<file path="src/rtl/core/cau_pkg.sv">
// Shared types, constants and saturation helper for the complex arithmetic unit.
package cau_pkg;

  localparam int DATA_WIDTH_DEF = 16;
  localparam int FRAC_BITS_DEF  = 12;
  localparam int MAX_DW         = 32;
  localparam int MAX_FRAC       = 24;
  localparam int MAG_W          = 2 * MAX_DW + MAX_FRAC + 2;
  localparam int FIFO_DEPTH     = 4;

  typedef enum logic [3:0] {
    OP_ADD  = 4'd0,
    OP_SUB  = 4'd1,
    OP_MUL  = 4'd2,
    OP_DIV  = 4'd3,
    OP_CONJ = 4'd4,
    OP_LT   = 4'd5,
    OP_GT   = 4'd6,
    OP_EQ   = 4'd7,
    OP_NE   = 4'd8
  } op_t;

  typedef struct packed {
    logic is_div;
    logic dz;
    logic cmp;
    logic ovf;
  } flags_t;

  // Width of one queue entry: flags, two signs, den, two numerators, two results.
  function automatic int entry_w(input int dw);
    return $bits(flags_t) + 2 + 3 * (2 * dw) + 2 * dw;
  endfunction

  // Saturates a sign and magnitude to a dw-bit signed value; the top bit of the
  // return value is the overflow flag.
  function automatic logic [MAX_DW:0] sat_sm(input logic neg, input logic [MAG_W-1:0] mag,
                                             input int dw);
    logic [MAG_W-1:0] neg_lim;
    logic [MAG_W-1:0] pos_lim;
    logic [MAG_W-1:0] v;
    logic             o;
    neg_lim = {{(MAG_W-1){1'b0}}, 1'b1} << (dw - 1);
    pos_lim = neg_lim - {{(MAG_W-1){1'b0}}, 1'b1};
    o = 1'b0;
    v = mag;
    if (!neg) begin
      if (mag > pos_lim) begin
        o = 1'b1;
        v = pos_lim;
      end
    end else begin
      if (mag > neg_lim) begin
        o = 1'b1;
        v = neg_lim;
      end
      v = ~v + {{(MAG_W-1){1'b0}}, 1'b1};
    end
    return {o, v[MAX_DW-1:0]};
  endfunction

endpackage

</file>
<file path="src/rtl/core/cau_fifo.sv">
// Small register queue between the front end and the divider back end.
module cau_fifo import cau_pkg::*; #(
  parameter int W     = entry_w(DATA_WIDTH_DEF),
  parameter int DEPTH = FIFO_DEPTH
) (
  input  logic         clk,
  input  logic         rst,
  input  logic         push_valid,
  output logic         push_ready,
  input  logic [W-1:0] push_data,
  output logic         pop_valid,
  input  logic         pop_ready,
  output logic [W-1:0] pop_data
);

  localparam int AW = (DEPTH > 1) ? $clog2(DEPTH) : 1;
  localparam int CW = $clog2(DEPTH + 1);

  logic [W-1:0]  mem [0:DEPTH-1];
  logic [AW-1:0] wp, rp;
  logic [CW-1:0] count;
  logic          do_push, do_pop;

  assign push_ready = count != CW'(DEPTH);
  assign pop_valid  = count != '0;
  assign pop_data   = mem[rp];
  assign do_push    = push_valid && push_ready;
  assign do_pop     = pop_valid && pop_ready;

  always_ff @(posedge clk) begin
    if (rst) begin
      wp    <= '0;
      rp    <= '0;
      count <= '0;
    end else begin
      if (do_push) wp <= (wp == AW'(DEPTH - 1)) ? '0 : wp + 1'b1;
      if (do_pop) rp <= (rp == AW'(DEPTH - 1)) ? '0 : rp + 1'b1;
      if (do_push && !do_pop) count <= count + 1'b1;
      else if (do_pop && !do_push) count <= count - 1'b1;
    end
  end

  always_ff @(posedge clk) begin
    if (do_push) mem[wp] <= push_data;
  end

endmodule

</file>
<file path="config.mk">
export PLATFORM = sky130hd
export DESIGN_NAME = cau_fifo
export DESIGN_NICKNAME = d
export VERILOG_FILES = /design/src/rtl/core/cau_pkg.sv /design/src/rtl/core/cau_fifo.sv
export SDC_FILE = /design/constraint.sdc
export NUM_CORES = 1
export LEC_CHECK = 0
export ABC_CLOCK_PERIOD_IN_PS = 5500
export BUFFER_PORTS_ARGS = -buffer_cell sky130_fd_sc_hd__buf_2
export CAP_MARGIN = 20
export CORE_MARGIN = 1.5
export CORE_UTILIZATION = 38
export CTS_BUF_LIST = sky130_fd_sc_hd__clkbuf_8
export DETAILED_ROUTE_END_ITERATION = 16
export GPL_ROUTABILITY_DRIVEN = 0
export HOLD_SLACK_MARGIN = 0.1
export PLACE_DENSITY = 0.56
export REMOVE_ABC_BUFFERS = 1
export SYNTH_ARGS = -nofsm -noshare
export SYNTH_HDL_FRONTEND = slang
export SYNTH_SLANG_ARGS = --single-unit
</file>
<file path="constraint.sdc">
create_clock -name clk -period 5.5 [get_ports clk]
set_input_delay 0.275 -clock clk [delete_from_list [all_inputs] [get_ports clk]]
set_output_delay 0.275 -clock clk [all_outputs]
set_load 0.05 [all_outputs]
</file>
# [After elaboration in Yosys (flattened, before gate mapping)]
# Memory sizes are Yosys's and may differ from the RTL's. A register that Yosys moved wholly into a read port is not among the register bits.
# Cells that the tools add are included.
[totals] mem_bits_rw=536 input_bits=138 regBits=7 elab_cells=27 n_memories=1 output_inout_bits=136
[op_classes] n_reduce_logical=8 mux=8 addsub=4 eq_ne=3
[mem_list] name="mem" words=4 width=134 rd=1 rd_ports_with_merged_regs=1 wr=1 line="cau_fifo.sv:19" rtl="logic [W-1:0] mem [0:DEPTH-1];"
[op_table] cell="$mux 2" n=4
[op_table] cell="$mux 3" n=2
[op_table] cell="$add 2x1->2 const B" n=2
[op_table] cell="$eq 2x2->1 const B" n=2
[op_table] cell="$logic_and 1x1->1" n=4
[op_table] cell="$add 3x1->3 const B" n=1
[op_table] cell="$ne 3x3->1 const B" n=1
[op_table] cell="$reduce_bool 3->1" n=1
[op_table] cell="$sub 3x1->3 const B" n=1
[op_table] cell="$logic_not 1->1" n=2
[op_table] cell="$mux 1" n=2
[op_table] cell="$reduce_bool 2->1" n=1

# [Longest topological paths before layout]
# Gate-level depths: netlist of the first run.
[logic_depth] depth_word=6 depth_mapped=9 depth_no_buf=8

# [Worst setup path before layout of the first run]
# No wires, ideal clock.
[synth_path] path_type="register -> register" from="register count[0]" to="memory mem[0][0] (netlist name) (enable)" setup_time_ns=0.434 path_stages_with_launch=4 n_path_buf=1 arrival_ns=2.575 setup_slack_ns=2.491 required_ns=5.066 period_less_slack_ns=3.009 cell_sequence="dfxtp_1 > or3b_1 > clkbuf_2 > and3_2"
[synth_via] elab_chain_cells=4
[synth_lines] element="start: declaration" line="cau_fifo.sv:21" rtl="logic [CW-1:0] count;"
[synth_lines] element="start signal: assignment" line="cau_fifo.sv:38" rtl="if (do_push && !do_pop) count <= count + 1'b1;"
[synth_lines] element="start signal: assignment" line="cau_fifo.sv:39" rtl="else if (do_pop && !do_push) count <= count - 1'b1;"
[synth_lines] element="$ne 3x3->1" line="cau_fifo.sv:24" rtl="assign push_ready = count != CW'(DEPTH);"
[synth_lines] element="net push_ready" line="cau_fifo.sv:9" rtl="output logic push_ready,"
[synth_lines] element="$logic_and 1x1->1" line="cau_fifo.sv:27" rtl="assign do_push = push_valid && push_ready;"
[synth_lines] element="$mux 1" line="cau_fifo.sv:44" rtl="if (do_push) mem[wp] <= push_data;"
[synth_lines] element="$mux 1 (implied by the code)" line="cau_fifo.sv:44"
[synth_lines] element="end: declaration" line="cau_fifo.sv:19"
# The timed path passes the listed nets, and every way through them passes these cells.

==> flow_metrics.py, run 1 <==
metrics = {
    "synth": {
        "yosys_warnings": 0,
        "yosys.area.top_type_share_pct": 81.3,
        "synthCells": 748,
        "syn_avg_cell_area_um2": 26.5,
        "netlist-cell-type-count": 26,
        "synth_top_area_cell": "edfxtp_1",
        "netlist_area_um2": 19800,
        "ys_ff_latch": 545,
        "synthTopCellsByArea": "edfxtp_1 81%, mux4_2 15%, dfxtp_1 0.91%, buf_6 0.46%, buf_2 0.38%",
        "yosysSeqAreaShare_pct": 82.2,
    },
    "grt": {
        "antenna_found_initial": 5,
        "track_usage_pct": 15.4,
        "grt_pass1_vias": 10500,
        "overflow": 0,
        "grt_pass1_wl_mm": 61.4,
        "grt_max_degree": 92,
    },
    "setup_path": {
        "crit_path_end_kind": "primary output",
        "cp.arrival_ns": 2.98,
        "worst-path-stages": 3,
        "cpPeakStageDelay_ns": 0.95,
        "path_cells": "buf_12 -> mux4_2 -> buf_2",
        "cp.required_ns": 5.22,
        "regToRegEndpoint": "mem[0][58]",
        "path_class": "flip-flop to primary output",
        "cp_top_family": "flip-flops",
        "path_buf_inv": 2,
        "startpoint_type": "flip-flop",
        "r2r_cells": 3,
        "rrSetupSlack_ns": 2.93,
        "critPathMaxFanout": 48,
        "r2r_start": "count[0]",
        "slowest_stage": "dfxtp_4",
        "crit_end": "pop_data[84]",
    },
    "place": {
        "postPlaceCellArea_um2": 22000,
        "hpwl_mm": 21.9,
        "dpl.cell_count": 1676,
        "portBuffers": 273,
    },
    "drt": {
        "dr.pass1.iters": 4,
        "first_iter_violations": 410,
        "routed_wl_mm": 40.3,
        "drc_errors": 0,
        "wl_per_cell_um": 20.4,
        "postRouteAntennaNets": 0,
        "viasPerCell": 4.79,
        "num_vias": 9483,
    },
    "die": {
        "start_util_pct": 38.5,
        "die_y_um": 231,
        "dieWidth_um": 231,
        "num_rows": 83,
        "die_area_um2": 53500,
        "core_area_um2": 51400,
        "io_pins": 274,
    },
    "sta": {
        "drv_slew": 0,
        "holdWs_ns": 0.368,
        "hold_viol": 0,
        "slew_headroom_pct": 33.3,
        "setup_viol": 0,
        "post-route-period-util_pct": 59.1,
        "worstMarginPinSlew_ns": 1.00,
        "skew_ns": 0.0242,
        "rsz0062_at_grt": "false",
        "period_minus_slack_ns": 3.25,
        "max_freq_mhz": 308,
    },
    "power_and_ir_drop": {
        "intPower_uw": 7860,
        "comb_power_share_pct": 27.7,
        "p_sw_uw": 3980,
        "total_power_uw": 11800,
        "p_leak_uw": 0.00850,
        "pwr-share-clk_pct": 28.3,
        "ir_drop_uv": 318,
        "seqPwrFrac_pct": 44.0,
        "power_density_nw_per_um2": 473,
        "p_sw_share_pct": 33.6,
    },
    "finish": {
        "regArea_um2": 16300,
        "final_util_pct": 48.7,
        "num-fill-cells": 4263,
        "drive_gt1_share_pct": 41.0,
        "multi_input_area_um2": 3320,
        "fin_nets": 1371,
        "finalNonFillerCells": 1980,
        "area_growth_pct": 26.6,
        "post-route-cell-area_um2": 25100,
    },
    "clock_tree": {
        "cts_tree": "yes",
        "h-tree-depth": 3,
        "max-clock-path-buffers": 3,
        "cts_root_buf": "clkbuf_8",
        "postCtsSetupBuffers": 0,
        "cts_buffers": 91,
        "clkTransAtPathRegs_ns": 0.06,
        "ctsHoldBuffers": 137,
        "insertion_delay_ns": 0.67,
        "cts_resized": 0,
        "cts_sinks": 545,
    },
    "min_path": {
        "hp-class": "input pin to flip-flop",
    },
    "run": {
        "max-cap-violations": 0,
    },
    "outcome": {
        "status": "finished clean",
    },
}
==> worst reg2reg max path, cell delays in order, from the launching register on <==
cell and delay (ns):
dfxtp_1 0.42, or3b_1 0.30, and3_4 0.90, buf_12 0.51
==> power by group through the flow <==
| stage | combinational [uW] | clock (uW) | sequential [uW] |
|---|---|---|---|
| 5_1_grt | 3450 | 3650 | 5260 |
| 3_5_place_dp | 3260 | 0 | 5310 |
| 2_1_floorplan | 2400 | 0 | 5370 |
| 3_3_place_gp | 3250 | 0 | 5290 |
| 4_1_cts | 3350 | 3480 | 5230 |
| 6_report | 3280 | 3350 | 5210 |
==> cells by family after synthesis <==
logic type,share of synthesized area (%)
compound gates,0.177
xor+xnor,0.0885
fa+ha+maj,0.481
buf+inv,1.07
flops,82.2
mux,15.4
simple gates,0.537
==> worst min-delay path by stage <==
stage                    from          end  slack [ns]  depth (start not counted)
2_1_floorplan             rst     count[2]        0.34                          1
3_3_place_gp            rp[0]    flip-flop        0.47                          2
3_5_place_dp     push_data[5]    mem[0][5]        0.49                          1
4_1_cts         push_data[65]   mem[1][65]        0.29                          2
5_1_grt         push_data[53]   mem[0][53]        0.30                          2
6_report       push_data[133]  mem[3][133]        0.37                          2
==> state kept, by name, summed over array words and instances (netlist names), named ones only <==
name,flops
mem,536
count,3
rp,2
wp,2
==> metrics by stage <==
step | setup slack, ns | TNS [ns]
after floorplan | -1.23 | -165.05
after global routing | 1.95 | 0
final | 2.25 | 0
after detailed placement | 2.81 | 0
after global placement | 2.82 | 0
after CTS | 2.07 | 0
==> per-layer routing <==
layer	share of wire [%]	vias up	track usage (%)	wire (um)
li1	-	4220	-	-
met1	43	4913	20.1	17500
met2	47	264	23.9	19000
met3	6.9	84	5.36	2800
met4	2.3	2	5.43	927
met5	0.025	-	0	10
==> synth_stat cells, drive strengths merged <==
cell type,number
nand2b,2
fa,1
xor2,2
clkbuf,9
mux4,134
edfxtp,536
and2,1
mux2i,3
nand2,1
o31ai,2
nor2,3
or3,3
nand3,1
and3,4
or3b,1
inv,3
dfxtp,9
o21ai,1
nor3,1
ha,6
buf,23
a21oi,2
==> layout make-up <==
type	count	area share [%]
inverters	3	0.0449
repair buffers	417	11.5
clock buffers	95	5.22
diodes	5	0.0499
well taps	680	3.40
clock inverters	67	1.57
multi-input cells	168	13.2
flip-flops and latches	545	65.0
==> placed cells by master, fill, tap and decap left out, drive strengths merged <==
cell	instances
o31ai	2
edfxtp	536
o21ai	1
xor2	2
or3	3
nor3	1
bufinv	5
inv	30
nor2	3
nand2b	2
clkbuf	95
mux2i	3
clkinvlp	1
buf	280
clkinv	34
diode	5
nand3	1
a21oi	2
dfxtp	9
fa	1
mux4	134
nand2	1
ha	6
or3b	1
and2	1
dlygate4sd3	137
and3	4
Power figures use the tool's default switching activity.
==> run 2, diff against run 1 <==
Settings changed: ABC_CLOCK_PERIOD_IN_PS 5500 to 3200.
Clock period 5.5 ns to 3.2 ns, I/O delays scaled along.
==> flow_metrics.py, run 2 (synthesis gave the netlist of run 1 again) <==
metrics = {
    "grt": {
        "grt_pass1_wl_mm": 61.8,
        "grt_pass1_vias": 10600,
        "grt_max_degree": 56,
        "track_usage_pct": 15.5,
        "antenna_found_initial": 3,
        "overflow": 0,
    },
    "sta": {
        "worstMarginPinSlew_ns": 0.664,
        "max_freq_mhz": 365,
        "hold_viol": 0,
        "skew_ns": 0.0289,
        "slew_headroom_pct": 55.7,
        "setup_tns_ns": 0,
        "drv_slew": 0,
        "period_minus_slack_ns": 2.74,
        "setup_viol": 0,
        "rsz0062_at_grt": "false",
        "post-route-period-util_pct": 85.6,
    },
    "clock_tree": {
        "clkTransAtPathRegs_ns": 0.06,
        "insertion_delay_ns": 0.67,
        "h-tree-depth": 3,
        "cts_buffers": 91,
        "ctsHoldBuffers": 137,
        "cts_sinks": 545,
        "cts_root_buf": "clkbuf_8",
        "max-clock-path-buffers": 3,
        "postCtsSetupBuffers": 0,
        "cts_tree": "yes",
        "cts_resized": 0,
    },
    "setup_path": {
        "cpPeakStageDelay_ns": 0.78,
        "cp.required_ns": 3.04,
        "path_class": "flip-flop to primary output",
        "cp.arrival_ns": 2.58,
        "path_cells": "buf_4 -> mux4_2 -> buf_2",
        "startpoint_type": "flip-flop",
        "r2r_start": "count[1]",
        "slowest_stage": "dfxtp_4",
        "crit_path_end_kind": "primary output",
        "critPathMaxFanout": 25,
    },
    "die": {
        "core_area_um2": 51400,
        "start_util_pct": 38.5,
        "num_rows": 83,
        "dieWidth_um": 231,
        "io_pins": 274,
        "die_area_um2": 53500,
        "die_y_um": 231,
    },
    "finish": {
        "num-fill-cells": 4260,
        "drive_gt1_share_pct": 41.8,
        "most-common-layout-cells": "536 x edfxtp_1, 273 x buf_2, 137 x dlygate4sd3_1",
        "fin_nets": 1393,
        "multi_input_area_um2": 3320,
        "area_growth_pct": 27.5,
        "regMostFlops": "mem",
        "final_common_cell": "edfxtp_1",
        "reg_top3": "mem: 536 flops, count: 3 flops",
        "largest_register_ff_count": 536,
        "regArea_um2": 16300,
        "final_util_pct": 49.1,
    },
    "min_path": {
        "worstHoldStart": "push_data[54]",
        "hp-class": "input pin to flip-flop",
    },
    "place": {
        "hpwl_mm": 23.9,
        "portBuffers": 273,
    },
    "power_and_ir_drop": {
        "p_leak_uw": 0.00860,
        "ir_drop_uv": 477,
        "power_density_nw_per_um2": 797,
    },
    "drt": {
        "dr.pass1.iters": 4,
        "routed_wl_mm": 40.7,
        "viasPerCell": 4.81,
        "drc_errors": 0,
        "wl_per_cell_um": 20.3,
        "first_iter_violations": 496,
        "num_vias": 9634,
        "postRouteAntennaNets": 0,
    },
    "run": {
        "max-cap-violations": 0,
    },
    "outcome": {
        "status": "finished clean",
    },
}
## run 2: stage by stage
step | instance area [um^2] | worst slack [ns] | cells | hold slack (ns) | power [uW]
global route | 25200 | 0.226 | 2002 | 0.170 | 21000
CTS | 25200 | 0.289 | 1999 | 0.145 | 20500
detailed placement | 22300 | 0.847 | 1698 | 0.376 | 14900
finish | 25200 | 0.461 | 2002 | 0.241 | 20100
global placement | 22300 | 0.884 | 1698 | 0.373 | 14900
floorplan | 19600 | -3.42 | 716 | 0.229 | 13400
## run 2: report_power, final
group / total (uW) / internal [uW] / switching [uW]
combinational: 5900 / 1880 / 4020
sequential: 8870 / 8640 / 229
clock: 5340 / 2670 / 2670
## run 2: cell type report
type	instances	area share, %
sequential	545	64.5
multi-input combinational	168	13.1
timing repair buffer	439	12.7
tap	680	3.37
antenna	3	0.0297
clock buffer	92	5.02
clock inverter	72	1.22
inverter	3	0.0446
## run 2: final timing paths
check                  to  slack [ns]  cells past startpoint
max reg2reg      count[2]        0.84                      7
min reg2reg     flip-flop        0.49                      2
max          pop_data[95]        0.46                      3
min            mem[1][54]        0.24                      2
## run 2: worst max-delay path, delay by kind of cell (launching register included)
| family | cells | cell delay, ns |
|---|---|---|
| buffers and inverters | 2 | 0.58 |
| DFF | 1 | 0.78 |
| muxes | 1 | 0.54 |
## run 2: per-layer routing
| metal | track usage [%] | wire length (um) | vias to the layer above |
|---|---|---|---|
| met4 | 5.29 | 881 | 0 |
| met1 | 19.7 | 17400 | 5028 |
| li1 | - | - | 4273 |
| met2 | 24.7 | 19800 | 261 |
| met5 | 0 | 0 | - |
| met3 | 5.43 | 2700 | 72 |
